--- config.mk ---
export PLATFORM = sky130hd
export DESIGN_NAME = light_gun_raster_serial_pad_core
export DESIGN_NICKNAME = d
export VERILOG_FILES = /design/src/rtl/lgrsp_pkg.sv /design/src/rtl/lgrsp_aim.sv /design/src/rtl/light_gun_raster_serial_pad_core.sv
export SDC_FILE = /design/constraint.sdc
export NUM_CORES = 1
export LEC_CHECK = 0
export BUFFER_PORTS_ARGS = -buffer_cell sky130_fd_sc_hd__buf_2
export CAP_MARGIN = 0
export CORE_MARGIN = 2
export CORE_UTILIZATION = 40
export DETAILED_ROUTE_END_ITERATION = 7
export GPL_ROUTABILITY_DRIVEN = 0
export PLACE_DENSITY = 0.63
export RECOVER_POWER = 25
export SYNTH_ARGS = -nofsm -noshare
export SYNTH_HDL_FRONTEND = slang
export SYNTH_SLANG_ARGS = --single-unit
--- constraint.sdc ---
create_clock -name clk -period 10.1 [get_ports clk]
set_input_delay 1.01 -clock clk [delete_from_list [all_inputs] [get_ports clk]]
set_output_delay 1.01 -clock clk [all_outputs]
set_load 0.02 [all_outputs]
--- src/rtl/lgrsp_pkg.sv ---
// Shared types and constants for the two-gun light-gun pad.
// Used by lgrsp_aim, light_gun_raster_serial_pad_core and the bench; depends on nothing else.
package lgrsp_pkg;

  // Item modes
  localparam logic [1:0] MODE_TICK   = 2'd0;
  localparam logic [1:0] MODE_LATCH  = 2'd1;
  localparam logic [1:0] MODE_READ   = 2'd2;
  localparam logic [1:0] MODE_UNUSED = 2'd3;

  // Configuration register indexes
  localparam logic CFG_CHAINED  = 1'b0;
  localparam logic CFG_OVERSCAN = 1'b1;

  // Beam geometry
  localparam int unsigned BEAM_W        = 19;
  localparam int unsigned DOTS_PER_LINE = 1364;
  localparam int unsigned X_OFFSET      = 24;
  localparam logic [8:0]  LINES_NORMAL   = 9'd225;
  localparam logic [8:0]  LINES_OVERSCAN = 9'd240;

  // Aim position limits and start values
  localparam logic signed [10:0] POS_MIN = -11'sd16;
  localparam logic signed [10:0] X_MAX   = 11'sd272;
  localparam logic signed [10:0] Y_MAX   = 11'sd256;
  localparam logic signed [9:0]  GUN1_X_SOLO  = 10'sd128;
  localparam logic signed [9:0]  GUN1_X_CHAIN = 10'sd112;
  localparam logic signed [9:0]  GUN2_X_CHAIN = 10'sd144;
  localparam logic signed [9:0]  GUN_Y_START  = 10'sd120;
  localparam logic signed [9:0]  GUN_PARKED   = -10'sd1;

  typedef struct packed {
    logic [1:0]        mode;
    logic              latch_level;
    logic [8:0]        beam_line;
    logic [10:0]       beam_dot;
    logic signed [7:0] aim1_dx;
    logic signed [7:0] aim1_dy;
    logic signed [7:0] aim2_dx;
    logic signed [7:0] aim2_dy;
    logic              trig1_in;
    logic              start1_in;
    logic              trig2_in;
    logic              start2_in;
  } lgrsp_in_t;

  typedef struct packed {
    logic serial_bit;
    logic raster_strobe;
  } lgrsp_out_t;

  // One beat of beam work handed to the aim unit
  typedef struct packed {
    logic              tick;
    logic [8:0]        line;
    logic [10:0]       dot;
    logic signed [7:0] d1x;
    logic signed [7:0] d1y;
    logic signed [7:0] d2x;
    logic signed [7:0] d2y;
    logic              active_gun;
  } lgrsp_aim_cmd_t;

  typedef struct packed {
    logic chained;
    logic overscan;
    logic reinit;
    logic reinit_chained;
  } lgrsp_aim_ctl_t;

  // Add a signed delta to a position and clamp it to POS_MIN..hi.
  function automatic logic signed [9:0] clamp_add(input logic signed [9:0] pos,
                                                  input logic signed [7:0] d,
                                                  input logic signed [10:0] hi);
    logic signed [10:0] s;
    logic signed [10:0] r;
    s = $signed({pos[9], pos}) + $signed({{3{d[7]}}, d});
    if (s < POS_MIN) r = POS_MIN;
    else if (s > hi) r = hi;
    else r = s;
    return r[9:0];
  endfunction

endpackage

--- src/rtl/lgrsp_aim.sv ---
// Aim unit: holds both gun positions and the previous beam position, raises the
// raster strobe and applies aim deltas on frame wrap. Depends on lgrsp_pkg.
module lgrsp_aim (
  input  logic                      clk,
  input  logic                      rst_n,
  input  lgrsp_pkg::lgrsp_aim_cmd_t cmd,
  input  lgrsp_pkg::lgrsp_aim_ctl_t ctl,
  output logic                      strobe
);
  import lgrsp_pkg::*;

  logic [BEAM_W-1:0] prev_beam_r, prev_beam_nxt;
  logic signed [9:0] gun1_x_r, gun1_y_r, gun2_x_r, gun2_y_r;
  logic signed [9:0] gun1_x_nxt, gun1_y_nxt, gun2_x_nxt, gun2_y_nxt;

  logic [19:0]       beam_full;
  logic [BEAM_W-1:0] next_beam;
  logic signed [9:0] aim_x, aim_y;
  logic [8:0]        lines;
  logic              on_screen;
  logic [8:0]        x_shifted;
  logic [BEAM_W-1:0] target;
  logic              wrap;

  assign beam_full = 20'(cmd.line) * 20'(DOTS_PER_LINE) + 20'(cmd.dot);
  assign next_beam = beam_full[BEAM_W-1:0];

  assign aim_x = cmd.active_gun ? gun2_x_r : gun1_x_r;
  assign aim_y = cmd.active_gun ? gun2_y_r : gun1_y_r;
  assign lines = ctl.overscan ? LINES_OVERSCAN : LINES_NORMAL;

  // Non-negative and below 256 means the top two bits are clear.
  assign on_screen = (aim_x[9:8] == 2'b00) && !aim_y[9] && (aim_y[8:0] < lines);
  assign x_shifted = 9'(aim_x[7:0]) + 9'(X_OFFSET);
  assign target    = BEAM_W'(aim_y[8:0]) * BEAM_W'(DOTS_PER_LINE)
                   + BEAM_W'({x_shifted, 2'b00});

  assign strobe = cmd.tick && on_screen && (next_beam >= target) && (prev_beam_r < target);
  assign wrap   = cmd.tick && (next_beam < prev_beam_r);

  always_comb begin
    prev_beam_nxt = prev_beam_r;
    gun1_x_nxt    = gun1_x_r;
    gun1_y_nxt    = gun1_y_r;
    gun2_x_nxt    = gun2_x_r;
    gun2_y_nxt    = gun2_y_r;
    if (ctl.reinit) begin
      gun1_x_nxt = ctl.reinit_chained ? GUN1_X_CHAIN : GUN1_X_SOLO;
      gun1_y_nxt = GUN_Y_START;
      gun2_x_nxt = ctl.reinit_chained ? GUN2_X_CHAIN : GUN_PARKED;
      gun2_y_nxt = ctl.reinit_chained ? GUN_Y_START : GUN_PARKED;
    end else if (cmd.tick) begin
      prev_beam_nxt = next_beam;
      if (wrap) begin
        gun1_x_nxt = clamp_add(gun1_x_r, cmd.d1x, X_MAX);
        gun1_y_nxt = clamp_add(gun1_y_r, cmd.d1y, Y_MAX);
        if (ctl.chained) begin
          gun2_x_nxt = clamp_add(gun2_x_r, cmd.d2x, X_MAX);
          gun2_y_nxt = clamp_add(gun2_y_r, cmd.d2y, Y_MAX);
        end
      end
    end
  end

  always_ff @(posedge clk) begin
    if (!rst_n) begin
      prev_beam_r <= '0;
      gun1_x_r    <= GUN1_X_SOLO;
      gun1_y_r    <= GUN_Y_START;
      gun2_x_r    <= GUN_PARKED;
      gun2_y_r    <= GUN_PARKED;
    end else begin
      prev_beam_r <= prev_beam_nxt;
      gun1_x_r    <= gun1_x_nxt;
      gun1_y_r    <= gun1_y_nxt;
      gun2_x_r    <= gun2_x_nxt;
      gun2_y_r    <= gun2_y_nxt;
    end
  end

  a_gun1_x_range: assert property (@(posedge clk) disable iff (!rst_n)
    (11'(gun1_x_r) >= POS_MIN) && (11'(gun1_x_r) <= X_MAX))
    else $error("gun1 x out of range");

  a_gun1_y_range: assert property (@(posedge clk) disable iff (!rst_n)
    (11'(gun1_y_r) >= POS_MIN) && (11'(gun1_y_r) <= Y_MAX))
    else $error("gun1 y out of range");

  a_gun2_parked: assert property (@(posedge clk) disable iff (!rst_n)
    !ctl.chained && !ctl.reinit |-> (gun2_x_r == GUN_PARKED) && (gun2_y_r == GUN_PARKED))
    else $error("unchained second gun has moved");

endmodule

--- src/rtl/light_gun_raster_serial_pad_core.sv ---
// Top level of the two-gun light-gun pad: input register, serial report logic,
// result register. Depends on lgrsp_pkg and lgrsp_aim.
//
//   channel  direction  handshake          payload
//   in_      in         in_valid/in_ready  lgrsp_in_t  (mode, beam, aims, buttons)
//   out_     out        out_valid/out_ready lgrsp_out_t (serial_bit, raster_strobe)
//   cfg_     in         cfg_we             cfg_index, cfg_data
//
// Every item yields one result, held first in the input register and then in the result register;
// one beat a cycle is sustained while the result side does not stall.
// Reset is synchronous and active low and empties both registers.
// A stall on the result side holds the result register, then the input register;
// in_ready drops only once both are full.
module light_gun_raster_serial_pad_core (
  input  logic                  clk,
  input  logic                  rst_n,
  input  logic                  in_valid,
  output logic                  in_ready,
  input  lgrsp_pkg::lgrsp_in_t  in_data,
  output logic                  out_valid,
  input  logic                  out_ready,
  output lgrsp_pkg::lgrsp_out_t out_data,
  input  logic                  cfg_we,
  input  logic                  cfg_index,
  input  logic                  cfg_data
);
  import lgrsp_pkg::*;

  logic           s1_valid_r, s1_valid_nxt;
  lgrsp_in_t      s1_data_r;
  logic           out_valid_r, out_valid_nxt;
  lgrsp_out_t     out_data_r;

  logic           chained_r, chained_nxt;
  logic           overscan_r, overscan_nxt;
  logic [3:0]     button_latch_r, button_latch_nxt;
  logic [5:0]     bit_count_r, bit_count_nxt;
  logic           latch_state_r, latch_state_nxt;
  logic           active_gun_r, active_gun_nxt;

  logic           adv;
  logic           latch_change;
  logic           sbit;
  logic           strobe;
  lgrsp_aim_cmd_t aim_cmd;
  lgrsp_aim_ctl_t aim_ctl;

  function automatic logic report_bit(input logic [4:0] n, input logic [3:0] bl,
                                      input logic ag);
    logic r;
    priority if (n < 5'd12) r = 1'b0;
    else if (n < 5'd15) r = 1'b1;
    else if (n < 5'd24) r = (n >= 5'd16) && n[0];
    else begin
      unique case (n)
        5'd24:   r = bl[0];
        5'd25:   r = bl[1];
        5'd26:   r = bl[2];
        5'd27:   r = bl[3];
        5'd28:   r = ag;
        default: r = 1'b0;
      endcase
    end
    return r;
  endfunction

  // The held item moves on whenever the result register is free or being drained.
  assign adv      = s1_valid_r && (!out_valid_r || out_ready);
  assign in_ready = !s1_valid_r || adv;

  assign s1_valid_nxt  = (in_valid && in_ready) || (s1_valid_r && !adv);
  assign out_valid_nxt = adv || (out_valid_r && !out_ready);

  assign aim_cmd.tick       = adv && (s1_data_r.mode == MODE_TICK);
  assign aim_cmd.line       = s1_data_r.beam_line;
  assign aim_cmd.dot        = s1_data_r.beam_dot;
  assign aim_cmd.d1x        = s1_data_r.aim1_dx;
  assign aim_cmd.d1y        = s1_data_r.aim1_dy;
  assign aim_cmd.d2x        = s1_data_r.aim2_dx;
  assign aim_cmd.d2y        = s1_data_r.aim2_dy;
  assign aim_cmd.active_gun = active_gun_r;

  assign aim_ctl.chained        = chained_r;
  assign aim_ctl.overscan       = overscan_r;
  assign aim_ctl.reinit         = cfg_we && (cfg_index == CFG_CHAINED);
  assign aim_ctl.reinit_chained = cfg_data;

  lgrsp_aim u_aim (
    .clk    (clk),
    .rst_n  (rst_n),
    .cmd    (aim_cmd),
    .ctl    (aim_ctl),
    .strobe (strobe)
  );

  assign latch_change = adv && (s1_data_r.mode == MODE_LATCH)
                     && (s1_data_r.latch_level != latch_state_r);

  always_comb begin
    chained_nxt      = chained_r;
    overscan_nxt     = overscan_r;
    button_latch_nxt = button_latch_r;
    bit_count_nxt    = bit_count_r;
    latch_state_nxt  = latch_state_r;
    active_gun_nxt   = active_gun_r;
    sbit             = 1'b0;

    if (cfg_we) begin
      unique case (cfg_index)
        CFG_CHAINED:  chained_nxt  = cfg_data;
        CFG_OVERSCAN: overscan_nxt = cfg_data;
        default:      ;
      endcase
    end

    if (latch_change) begin
      latch_state_nxt = s1_data_r.latch_level;
      bit_count_nxt   = '0;
      if (!s1_data_r.latch_level) active_gun_nxt = !active_gun_r;
    end

    if (adv && (s1_data_r.mode == MODE_READ)) begin
      if (bit_count_r[5]) begin
        // Past the end of the report every read returns one.
        sbit = 1'b1;
      end else begin
        if (bit_count_r == 6'd0) begin
          button_latch_nxt[0] = s1_data_r.trig1_in;
          button_latch_nxt[2] = s1_data_r.start1_in;
          if (chained_r) begin
            button_latch_nxt[1] = s1_data_r.trig2_in;
            button_latch_nxt[3] = s1_data_r.start2_in;
          end
        end
        sbit          = report_bit(bit_count_r[4:0], button_latch_r, active_gun_r);
        bit_count_nxt = bit_count_r + 6'd1;
      end
    end
  end

  always_ff @(posedge clk) begin
    if (!rst_n) begin
      s1_valid_r     <= 1'b0;
      out_valid_r    <= 1'b0;
      chained_r      <= 1'b0;
      overscan_r     <= 1'b0;
      button_latch_r <= '0;
      bit_count_r    <= '0;
      latch_state_r  <= 1'b0;
      active_gun_r   <= 1'b0;
    end else begin
      s1_valid_r     <= s1_valid_nxt;
      out_valid_r    <= out_valid_nxt;
      chained_r      <= chained_nxt;
      overscan_r     <= overscan_nxt;
      button_latch_r <= button_latch_nxt;
      bit_count_r    <= bit_count_nxt;
      latch_state_r  <= latch_state_nxt;
      active_gun_r   <= active_gun_nxt;
    end
  end

  always_ff @(posedge clk) begin
    if (in_valid && in_ready) s1_data_r <= in_data;
    if (adv) begin
      out_data_r.serial_bit    <= sbit;
      out_data_r.raster_strobe <= strobe;
    end
  end

  assign out_valid = out_valid_r;
  assign out_data  = out_data_r;

  a_count_bound: assert property (@(posedge clk) disable iff (!rst_n)
    bit_count_r <= 6'd32)
    else $error("bit counter beyond report length");

  a_latch_restarts: assert property (@(posedge clk) disable iff (!rst_n)
    latch_change |=> (bit_count_r == 6'd0))
    else $error("latch change did not restart the report");

  a_one_kind: assert property (@(posedge clk) disable iff (!rst_n)
    adv |=> !(out_data_r.serial_bit && out_data_r.raster_strobe))
    else $error("strobe and report bit in the same beat");

  a_hold_stalled: assert property (@(posedge clk) disable iff (!rst_n)
    s1_valid_r && !adv |=> s1_valid_r && $stable(s1_data_r))
    else $error("held item lost while stalled");

endmodule

==> results.tsv <==
stage	metric	value	unit
timing	slew_violations	0	
setup_path	end_kind	register	
grt	antenna_found_initial	0	
setup_path	cp.arrival	7.38	ns
finish	final_area	0.0132	mm^2
clocking	htree_levels	4	
setup_path	regToRegSetupSlack	3.03	ns
pwr	vdd_ir_drop_max	0.129	mV
grt	grt_max_degree	42	
drt	drtIter0Drc	466	
logic_synthesis	synth_area	0.0118	mm^2
die	pin_count	70	
logic_synthesis	synth-seq-cells	136	
finish	final_common_cell	ha_1	
timing	setup_viol	0	
clocking	clk_latency	0.43	ns
drt	vias	9415	
placement	port_buffers	69	
die	die_h	176	um
logic_synthesis	synth_area_leaders	ha_1 (20%), edfxtp_1 (15%), dfxtp_1 (13%), fa_1 (6.1%), inv_1 (4.3%)	
clocking	cts_buffers	17	
drt	wire_per_inst	15.0	um
setup_path	cp_cell_sequence	ha_1 > fa_1 > inv_1 > fa_1 > fa_1 > inv_1 > ha_1 > a21o_1 > a22o_1 > o41ai_4 > xor2_2 > and4bb_1 > xor2_1 > inv_1 > ha_1 > nand4_1 > o211ai_1 > a31oi_2 > buf_4 > a21oi_1 > nand2_1 > o21ai_0 > o21ai_0	
finish	antennaDiodeCount	0	
timing	timing.final.hold_violations	0	
grt	grt_pass1_wl	44.2	mm
die	rows	62	
placement	placed_cell_area	0.0126	mm^2
status	status	finished clean	
drt	firstDrtPassIters	5	
placement	hpwlAfterDp	21.2	mm
logic_synthesis	synth_edf_count	61	
hold_path	worstHoldStart	u_aim.prev_beam_r[1]	
die	start_util	40.9	%
grt	overflow	0	
setup_path	path_class	register to register	
clocking	ctsHoldBuffers	0	
pwr	p_leak	5.72	nW
finish	nets	1647	
setup_path	path_buf_inv	4	
drt	wirelength	26.3	mm
logic_synthesis	synth.distinct_cells	87	
setup_path	cpMaxStageDelayCell	a21oi_1	
timing	rsz0062_at_grt	false	
logic_synthesis	async_flop_share	0	%
die	core_area	0.0289	mm^2
logic_synthesis	ys.flop_type	dfxtp_1	
drt	via_per_inst	5.38	
finish	layout_common_cells	ha_1 (191), inv_1 (136), nor2_1 (101)	
timing	final.setup.tns	0	ns
timing	period_needed	7.07	ns
logic_synthesis	synth_top_area_share	20.2	%
pwr	p_per_area	219	mW/mm^2
hold_path	hold_class	register to register	
hold_path	min_path_cells	2	
logic_synthesis	yosysTopAreaCell	ha_1	
clocking	clk_pin_slew_worst_paths	0.06	ns
setup_path	reg2reg_depth	23	
logic_synthesis	ys_seq_area_share	28.2	%
die	die_x	176	um
clocking	clock_path_buffers	2	
logic_synthesis	synth_fp_nets	1573	
setup_path	crit_fanout	21	
clocking	cts_resized	0	
finish	syn_to_final_growth	11.8	%
die	dieArea	0.0310	mm^2
timing	max_freq	141	MHz
run	cap_viol_max_count	0	
setup_path	slowest_delay	0.71	ns
finish	drive_gt1_share	10.5	%
timing	fin_worst_skew	0.0125	ns
setup_path	r2r-end	u_aim.gun2_x_r[1]	
logic_synthesis	ys_warn_count	0	
grt	grt_usage	17.7	%
timing	slew_headroom	22.3	%
clocking	post_cts_buffers	0	
timing	tightest_slew	1.16	ns
drt	drc	0	
clocking	clock-sinks	136	
logic_synthesis	syn_inst	1280	
grt	first_global_vias	9200	
logic_synthesis	syn_area_per_cell	9.24	um^2
timing	period_share	70.0	%
setup_path	regToRegStartpoint	aim_cmd[45]	
setup_path	worstSetupStartpointType	register	
clocking	cts_root_buf	clkbuf_16	
hold_path	hold_path_end	u_aim.prev_beam_r[1]	
finish	fillers	2732	
drt	ant_nets	0	
clocking	cts_tree	done	
setup_path	critical_path_required	10.41	ns
setup_path	cp_top_family	adder cells	
## flip-flops by register name (all words and copies together) (netlist names), 2 cells and up
| signal | cells |
|---|---|
| u_aim.gun1_x_r | 10 |
| out_data | 2 |
| u_aim.prev_beam_r | 19 |
| bit_count_r | 6 |
| s1_data_r | 7 |
| aim_cmd | 52 |
| u_aim.gun1_y_r | 10 |
| u_aim.gun2_y_r | 10 |
| button_latch_r | 4 |
| u_aim.gun2_x_r | 10 |
## worst max path at each step
stage                      start           endpoint  slack (ns)  depth (start not counted)
global route         aim_cmd[45]  u_aim.gun2_x_r[2]        2.47                         23
global placement     aim_cmd[45]  u_aim.gun2_x_r[0]        3.24                         23
finish               aim_cmd[45]  u_aim.gun2_x_r[1]        3.03                         23
detailed placement   aim_cmd[45]  u_aim.gun2_x_r[1]        2.99                         23
CTS                  aim_cmd[45]  u_aim.gun2_x_r[1]        2.98                         23
floorplan           active_gun_r        out_data[0]        3.20                         26
## routing by layer
layer	vias to the layer above	wire, um	global-route usage, %	share of wire, %
li1	4763	-	-	-
met1	4435	12500	23.4	47
met2	185	12300	29.4	47
met3	32	1090	3.17	4.1
met5	-	0	0	0
met4	0	412	5.34	1.6
## cell families after synthesis
kind of cell               Yosys count  share of synthesized area [%]
AOI/OAI and AO/OA                  302                           17.2
xor gates and xnor gates            79                           6.13
DFF                                136                           28.2
buffers and inverters              155                           4.93
muxes                               27                           2.39
and+or+nand+nor                    352                           14.7
adders and majority gates          229                           26.5
## through the flow
| step | std cells | util (%) | worst slack, ns | hold WS [ns] | total power, W |
|---|---|---|---|---|---|
| after CTS | 1751 | 45.7 | 2.98 | 0.456 | 0.00292 |
| after detailed placement | 1719 | 43.6 | 2.99 | 0.447 | 0.00227 |
| after global placement | 1719 | 43.6 | 3.24 | 0.444 | 0.00224 |
| after global routing | 1751 | 45.7 | 2.47 | 0.474 | 0.00316 |
| final | 1751 | 45.7 | 3.03 | 0.456 | 0.00289 |
| after floorplan | 1280 | - | 3.20 | 0.436 | 0.00191 |
## report_power, final
| group | switching (W) | total [W] | internal [W] |
|---|---|---|---|
| sequential | 0.0000237 | 0.000629 | 0.000605 |
| clock | 0.000253 | 0.000631 | 0.000378 |
| combinational | 0.000942 | 0.00163 | 0.000692 |
## tightest hold or removal path: stages, from the launching register on
cell     delay (ns)
dfxtp_1        0.31
nand2_1        0.05
a21oi_1        0.05
## Yosys cell counts, drive strengths merged, types with 5 or more instances
| library cell | instances |
|---|---|
| a31oi | 10 |
| nor2b | 26 |
| a211oi | 15 |
| nand4 | 14 |
| nor2 | 101 |
| nand3 | 23 |
| dfxtp | 75 |
| a21o | 25 |
| inv | 136 |
| clkbuf | 14 |
| a21oi | 99 |
| mux2 | 10 |
| xor2 | 34 |
| or2 | 6 |
| o21ai | 54 |
| edfxtp | 61 |
| or3 | 5 |
| mux2i | 17 |
| o31ai | 7 |
| ha | 191 |
| fa | 36 |
| o21bai | 8 |
| nand2 | 92 |
| xnor2 | 45 |
| nor4 | 5 |
| a22o | 5 |
| and3 | 6 |
| nand2b | 17 |
| o211ai | 7 |
| nor3 | 31 |
| o2111ai | 7 |
| o21a | 11 |
| a2111oi | 7 |
## cell type report
type | instances | area, um^2 | share of cell area, %
timing repair buffer | 73 | 375 | 2.84
clock buffer | 18 | 450 | 3.41
clock inverter | 14 | 146 | 1.11
tap | 384 | 480 | 3.63
sequential | 136 | 3330 | 25.2
inverter | 137 | 514 | 3.89
multi-input combinational | 989 | 7920 | 59.9
No activity file was read; power rests on OpenSTA's default activity.
